[src/rtl/core/stq_pkg.sv]
// Shared types and codes of the sorted software timer queue.
// Used by stq_cell, sorted_software_timer_queue_top and stq_checker; depends on nothing.
package stq_pkg;

   localparam int NUM_SLOTS_DEFAULT = 16;
   localparam int MAX_FIRES_DEFAULT = 63;
   // Slot index width inside the cell row, wide enough for the largest row.
   localparam int IDX_W = 8;

   localparam logic [1:0] OP_START = 2'd0;
   localparam logic [1:0] OP_STOP  = 2'd1;
   localparam logic [1:0] OP_TICK  = 2'd2;

   localparam logic [1:0] KIND_FIRE   = 2'd0;
   localparam logic [1:0] KIND_CALL   = 2'd1;
   localparam logic [1:0] KIND_STATUS = 2'd2;

   typedef struct packed {
      logic [1:0]  operation;
      logic [3:0]  timer_id;
      logic [31:0] due_delay;
      logic [31:0] repeat_period;
      logic [31:0] user_value;
      logic        call_now;
      logic [63:0] now_ms;
   } req_type;

   typedef struct packed {
      logic [1:0]  kind;
      logic [3:0]  slot;
      logic [31:0] handed_value;
      logic        is_armed;
      logic        has_fired;
      logic        more_pending;
      logic        last;
   } rsp_type;

   // Command broadcast from the controller to the cell row.
   typedef struct packed {
      logic             start;
      logic             stop;
      logic             fire;
      logic [IDX_W-1:0] idx;
      logic [63:0]      due;
      logic [31:0]      period;
      logic [31:0]      value;
      logic [31:0]      stamp;
   } cmd_type;

   // Best due slot so far, handed from cell to cell.
   typedef struct packed {
      logic             found;
      logic [IDX_W-1:0] idx;
      logic [63:0]      due;
      logic [31:0]      stamp;
      logic [31:0]      period;
      logic [31:0]      value;
      logic             fired;
   } cand_type;

   // Readout of one cell for stop and status.
   typedef struct packed {
      logic        armed;
      logic        fired;
      logic [31:0] period;
      logic [31:0] value;
   } stat_type;

endpackage

[src/rtl/core/stq_cell.sv]
// One timer slot of the cell row: slot state plus one stage of the earliest-due search.
// Depends on stq_pkg.
module stq_cell #(
   parameter int INDEX = 0
) (
   input  logic               clock,
   input  logic               reset,
   input  stq_pkg::cmd_type   cmd,
   input  logic [63:0]        cur_time,
   input  stq_pkg::cand_type  cand_prev,
   output stq_pkg::cand_type  cand_next,
   output stq_pkg::stat_type  stat
);

   logic [63:0] due_ff, due_in;
   logic [31:0] period_ff, period_in;
   logic [31:0] value_ff, value_in;
   logic [31:0] stamp_ff, stamp_in;
   logic        armed_ff, armed_in;
   logic        fired_ff, fired_in;
   stq_pkg::cand_type cand_ff, cand_in;
   logic hit;
   logic eligible;
   logic better;

   assign hit = (cmd.idx == stq_pkg::IDX_W'(INDEX));

   always_comb begin
      due_in    = due_ff;
      period_in = period_ff;
      value_in  = value_ff;
      stamp_in  = stamp_ff;
      armed_in  = armed_ff;
      fired_in  = fired_ff;
      if (hit && cmd.start) begin
         due_in    = cmd.due;
         period_in = cmd.period;
         value_in  = cmd.value;
         stamp_in  = cmd.stamp;
         armed_in  = 1'b1;
         fired_in  = 1'b0;
      end else if (hit && cmd.stop) begin
         armed_in = 1'b0;
      end else if (hit && cmd.fire) begin
         if (period_ff != 32'd0) begin
            due_in   = due_ff + 64'(period_ff);
            stamp_in = cmd.stamp;
         end else begin
            armed_in = 1'b0;
            fired_in = 1'b1;
         end
      end
   end

   // The incoming candidate comes from lower slots, so a full tie keeps it.
   assign eligible = armed_ff && (due_ff < cur_time);
   assign better   = !cand_prev.found || (due_ff < cand_prev.due) ||
                     ((due_ff == cand_prev.due) && (stamp_ff > cand_prev.stamp));

   always_comb begin
      cand_in = cand_prev;
      if (eligible && better) begin
         cand_in.found  = 1'b1;
         cand_in.idx    = stq_pkg::IDX_W'(INDEX);
         cand_in.due    = due_ff;
         cand_in.stamp  = stamp_ff;
         cand_in.period = period_ff;
         cand_in.value  = value_ff;
         cand_in.fired  = fired_ff;
      end
   end

   always_ff @(posedge clock) begin
      due_ff    <= due_in;
      period_ff <= period_in;
      value_ff  <= value_in;
      stamp_ff  <= stamp_in;
      if (reset) begin
         armed_ff <= 1'b0;
         fired_ff <= 1'b0;
         cand_ff  <= '0;
      end else begin
         armed_ff <= armed_in;
         fired_ff <= fired_in;
         cand_ff  <= cand_in;
      end
   end

   assign cand_next    = cand_ff;
   assign stat.armed   = armed_ff;
   assign stat.fired   = fired_ff;
   assign stat.period  = period_ff;
   assign stat.value   = value_ff;

endmodule

[config.mk]
export PLATFORM = sky130hd
export DESIGN_NAME = stq_cell
export DESIGN_NICKNAME = d
export VERILOG_FILES = /design/src/rtl/core/stq_pkg.sv /design/src/rtl/core/stq_cell.sv
export SDC_FILE = /design/constraint.sdc
export NUM_CORES = 1
export LEC_CHECK = 0
export ABC_CLOCK_PERIOD_IN_PS = 21300
export BUFFER_PORTS_ARGS = -buffer_cell sky130_fd_sc_hd__buf_2
export CORE_AREA = 2 2 253 255
export CTS_CLUSTER_SIZE = 40
export DETAILED_ROUTE_END_ITERATION = 7
export DIE_AREA = 0 0 255 257
export SKIP_CTS_REPAIR_TIMING = 1
export SYNTH_ARGS = -nofsm -noshare
export SYNTH_HDL_FRONTEND = slang
export SYNTH_SLANG_ARGS = --single-unit
[constraint.sdc]
create_clock -name clock -period 21.3 [get_ports clock]
set_input_delay 1.065 -clock clock [delete_from_list [all_inputs] [get_ports clock]]
set_output_delay 1.065 -clock clock [all_outputs]
set_load 0.01 [all_outputs]
# After elaboration in Yosys (flattened, before gate mapping)
# Index checks and enable logic that the tools add are counted.
# totals
ff_bits	332
input_bits	407
out_inout_bits	236
wordCells	54
# op_classes
n_addsub	1
n_lt_le_gt_ge	3
n_eq_ne	3
n_mux	13
n_bitwise	2
n_reduce_logical	19
# ops
cell	count
64-bit 2-to-1 mux	4
170-bit 2-to-1 mux	1
64-bit < comparator	2
32-bit 2-to-1 mux	4
64-bit by 32-bit adder with 64-bit output	1
64-bit equality test	1
32-bit > comparator	1
32-bit nonzero test	1
8-bit logical NOT	1
1-bit logical AND	6
3-bit AND reduction	2
1-bit 2-to-1 mux	4
2-bit nonzero test	2
2-bit OR reduction	2
3-bit != test, second input constant	1
3-bit nonzero test	1
1-bit logical OR	2
2-bit != test, second input constant	1
1-bit NOT	2
2-bit AND reduction	1
1-bit logical NOT	1

# Logic depth before layout (Yosys ltp)
# logic_depth
depth_word	5
depth_mapped	13
ltp_nobuf	11

# Least setup slack after synthesis
# Ideal clock, no wire load.
# synth_timing
path_kind	input port to flip-flop
startpoint	input port cmd[167] (netlist bit)
endpoint	register due_ff[0], enable pin
setup_time_ns	0.683
t_arrival_ns	8.592
t_required_ns	20.617
setup_slack_ns	12.025
stages	4
n_path_buf	0
path_cell_list	or4_1 nor2_1 nand3_1 o21ai_0
# synth_between
elab_chain_len	4
word_cells_on_any_way	8
classes_between	eq/ne (1); reduce/logical (7)
# synth_lines
item	line_no	text
start: declaration	stq_cell.sv:8	input stq_pkg::cmd_type cmd,
8-bit logical NOT (*)	stq_cell.sv:26	assign hit = (cmd.idx == stq_pkg::IDX_W'(INDEX));
1-bit logical AND (on tied branches)	stq_cell.sv:35, stq_cell.sv:42, stq_cell.sv:44	
2-bit != test (no source line) or 2-bit nonzero test (tied branches)	-	
3-bit AND reduction (no source line) (*)	-	
end signal: assignment	stq_cell.sv:74	due_ff <= due_in;
end: declaration	stq_cell.sv:15	logic [63:0] due_ff, due_in;
# Every way passes the cells marked *; elsewhere a longest branch is shown, timed or not.
# A chain may end at the register's enable or synchronous reset.

# Worst setup path in the final report
# layout_timing
startpoint	input port cand_prev[79] (netlist bit)
endpoint	register cand_ff (netlist bit cand_next[141])
# layout_between
elab_chain_len	5
# layout_lines
item	line_no	text
start: declaration	stq_cell.sv:10	input stq_pkg::cand_type cand_prev,
32-bit > comparator	stq_cell.sv:58	((due_ff == cand_prev.due) && (stamp_ff > cand_prev.stamp));
1-bit logical AND	stq_cell.sv:58	
1-bit logical OR	stq_cell.sv:57	assign better = !cand_prev.found || (due_ff < cand_prev.due) ||
1-bit logical AND	stq_cell.sv:62	if (eligible && better) begin
170-bit 2-to-1 mux	stq_cell.sv:62	
end signal: assignment	stq_cell.sv:85	cand_ff <= cand_in;
end: declaration	stq_cell.sv:21	stq_pkg::cand_type cand_ff, cand_in;
# Every way passes these cells.

==> out/summary.log <==
INFO  timing         min_period_over_period=21.97%
INFO  timing         peak_freq=0.2137GHz
INFO  clock_network  worstSkewPairLatency=0.57ns
INFO  global_routing vias_in_the_first_global_route=17330
INFO  yosys          yosys_warnings=0
INFO  worst_hold_path worstHoldStart=armed_ff$_SDFFE_PP0P_
INFO  detailed_routing detailedRoute.firstIterationViolations=872
INFO  power          leakage=11.13nW
INFO  clock_network  ctsHtreeMaxLevel=2
INFO  placement      gp_congestion=0.8873
INFO  timing         setup_repair_after_global_routing_missed_its_margin=false
INFO  yosys          synth_ff_type=sky130_fd_sc_hd__dfxtp_1
INFO  final_layout   final_common_cell=sky130_fd_sc_hd__buf_2
INFO  clock_network  clockRootBuffer=sky130_fd_sc_hd__clkbuf_16
INFO  placement      io_buffers=642
INFO  timing         finalMaxSlewViolations=0
INFO  placement      dpl-instance-area=0.02350mm2
INFO  timing         finalSetupTns=0ns
INFO  setup_path     timing.critical_path.to_type=register
INFO  yosys          netlist-cell-type-count=68
INFO  setup_path     cp_data_required_time=21.76ns
INFO  floorplan      chipHeight=257um
INFO  clock_network  cts_tree=yes
INFO  detailed_routing drc_errors=0
INFO  setup_path     critical_path_class=input pin to register
INFO  timing         timing.final.setup_violations=0
INFO  global_routing grt_first_pass_wirelength=104500um
INFO  yosys          synth_sequential_area_ratio=42.08%
INFO  yosys          synth_enable_flop_cells=160
INFO  clock_network  cts-buffers-inserted=42
INFO  yosys          postSynthAreaPerCell=9.895um2
INFO  status         outcome=finished clean
INFO  final_layout   post_route_cells_drive_above_1_share=27.80%
INFO  placement      place_ws=16.06ns
INFO  final_layout   n_fill_cell=6238
INFO  timing         clock_skews=0.01831ns
INFO  worst_hold_path hold_path.class=register to register
INFO  final_layout   area_delta_synth_final=27.14%
INFO  power          irDropWorstVdd=0.05163mV
INFO  global_routing grt_start_max_net_pins=137
INFO  yosys          yosys-mux-area-fraction=8.222%
INFO  final_layout   multiInputGateArea=0.01021mm2
INFO  floorplan      dieWidth=255um
INFO  floorplan      floorplan.die_area=0.06554mm2
INFO  final_layout   nNetsFinal=3187
INFO  detailed_routing route.detailed.wl_per_inst=20.41um
INFO  yosys          synth_seq_cells=332
INFO  yosys          synth_compound_gate_area_share=10.47%
INFO  yosys          postSynth.asyncResetShare=0%
INFO  setup_path     critPathLaunchType=input pin
INFO  setup_path     crit_chain=buf_2 > inv_1 > ha_1 > nand4_1 > nor3_1 > a21boi_0 > or4b_1 > a2111oi_0 > buf_4 > o41a_1 > a211oi_4 > buf_12 > mux2i_1
INFO  setup_path     path_buf_inv=4
INFO  yosys          mappedNetlistArea=0.01960mm2
INFO  global_routing global_route.usage.total=20.98%
INFO  floorplan      initial_core_utilization=31.24%
INFO  setup_path     worst_r2r_path_depth=11
INFO  global_routing gr-total-overflow=0
INFO  setup_path     critical_path.reg2reg.endpoint=cand_next[141]$_SDFF_PP0_
INFO  worst_hold_path holdPathEnd=armed_ff$_SDFFE_PP0P_
INFO  yosys          synth_fa_ha_area_share=12.29%
INFO  setup_path     regToRegStartpoint=stamp_ff[14]$_DFFE_PP_
INFO  placement      place.detailed.instances=3390
INFO  yosys          postSynthCellCount=1981
INFO  power          power.density_cell_area=63.10mW/mm2
INFO  detailed_routing dr_total_vias=16909
INFO  timing         finalWorstPathRequiredPeriod=4.679ns
INFO  yosys          synth_top_family_by_area=simple AND/OR/NAND/NOR gates
INFO  detailed_routing via_per_inst=4.863
INFO  clock_network  clkSlewWorstSetupHoldPaths=0.06ns
INFO  setup_path     worstPathArrival=5.14ns
INFO  setup_path     crit_slowest_cell=sky130_fd_sc_hd__buf_12
INFO  detailed_routing routed_wirelength=70980um
INFO  yosys          synth_simple_gate_area_share=18.95%
INFO  final_layout   postLayoutCellArea=0.02492mm2
INFO  detailed_routing detailedRoute.firstPassIterationCount=6
INFO  yosys          post_synth_xor_area_fraction=2.055%
INFO  floorplan      i_o_pins=643
INFO  power          total_power=1.573mW
INFO  setup_path     path_delay_family=compound AO/OA/AOI/OAI gates
INFO  floorplan      floorplan.rows=92
INFO  setup_path     path_max_fanout=121
INFO  flow_run       maxCapViolCount=0
INFO  setup_path     timing.critical_path.slowest_cell_delay=0.47ns
INFO  placement      detailedPlacementHpwl=55690um
INFO  worst_hold_path hold_path_depth=2
INFO  final_layout   layout_common_cells=641 x sky130_fd_sc_hd__buf_2, 328 x sky130_fd_sc_hd__nand2b_1, 191 x sky130_fd_sc_hd__ha_1
INFO  clock_network  tritoncts_num_sinks=332
INFO  clock_network  max-clock-path-buffers=3
INFO  setup_path     timing.reg2reg.setup_slack=16.84ns
INFO  timing         timing_hold_violations_final=0
INFO  timing         worst-slew-pin-transition=1.239ns
INFO  floorplan      core_area=0.06274mm2
INFO  detailed_routing detail_route_antenna_nets=0
INFO  timing         max-slew-margin-rel=17.42%
INFO  global_routing grt_antenna_before_repair=18
INFO  timing         final_critical_path_setup_slack=16.62ns
INFO  final_layout   register_area=0.008248mm2
INFO  final_layout   layout.cells.non_filler=3477
INFO  yosys          synth.net_count=2580
==> power breakdown <==
| part | internal (mW) | total (mW) | switching [mW] |
|---|---|---|---|
| Clock | 0.435 | 0.730 | 0.295 |
| Combinational | 0.0752 | 0.152 | 0.0769 |
| Sequential | 0.684 | 0.690 | 0.00579 |
==> worst max path at each step <==
stage | start | end | slack [ns] | depth (start not counted)
5_1_grt | cand_prev[79] | cand_next[13]$_SDFF_PP0_ | 16.53 | 13
2_1_floorplan | cmd[167] | due_ff[0]$_DFFE_PP_ | 12.03 | 4
3_3_place_gp | cand_prev[79] | cand_next[152]$_SDFF_PP0_ | 16.10 | 13
3_5_place_dp | cand_prev[79] | cand_next[13]$_SDFF_PP0_ | 16.06 | 13
6_report | cand_prev[79] | cand_next[141]$_SDFF_PP0_ | 16.62 | 13
4_1_cts | cand_prev[79] | cand_next[13]$_SDFF_PP0_ | 16.65 | 13
==> flip-flops by register name, indices dropped and copies added, names as in the netlist <==
name,cells
fired_ff,1
armed_ff,1
cand_next,170
value_ff,32
stamp_ff,32
due_ff,64
period_ff,32
==> per-layer routing <==
layer | track usage (%) | up-vias | wire, um
li1 | - | 8188 | -
met1 | 24.66 | 7973 | 28570
met2 | 37.39 | 617 | 35240
met3 | 4.855 | 117 | 5104
met4 | 6.644 | 14 | 1972
met5 | 0 | - | 85
==> cells in the mapped netlist, drive strengths merged, types with 22 or more instances <==
master	n	share of area (%)
nand3	31	0.79
nand4	44	1.4
inv	173	3.3
xor2	24	1.1
nand2b	328	10
nand2	97	1.9
mux2i	161	8.2
dfxtp	172	18
a21oi	113	2.9
buf	22	1.3
nor2	64	1.2
ha	191	12
xnor2	22	0.98
o21ai	67	1.7
edfxtp	160	25
a21o	45	1.7
clkbuf	70	1.3
==> tightest hold or removal path, delay by kind of cell, from the launching register on <==
family | cells | cell delay (ns)
compound gates | 2 | 0.14
flops | 1 | 0.35
==> per-stage QoR <==
step                utilization (%)  hold slack [ns]
CTS                           39.69           0.5342
floorplan                         -           0.4621
global placement              37.46           0.5195
global route                  39.71           0.5752
detailed placement            37.46           0.5225
finish                        39.72           0.5321
==> kinds of logic after synthesis <==
| family | Yosys count |
|---|---|
| and+or+nand+nor | 658 |
| muxes | 161 |
| AOI/OAI and AO/OA | 327 |
| DFF | 332 |
| buffers and inverters | 265 |
| adders and majority gates | 192 |
| xor gates and xnor gates | 46 |
==> final cells by class <==
cell class / instances / share of cell area [%]
antenna: 9 / 0.09037
inverter: 173 / 2.626
clock buffer: 57 / 4.689
tap: 846 / 4.247
multi-input combinational: 1384 / 40.97
sequential: 332 / 33.10
timing repair buffer: 655 / 13.36
clock inverter: 21 / 0.9188
Power figures use the tool's default switching activity.
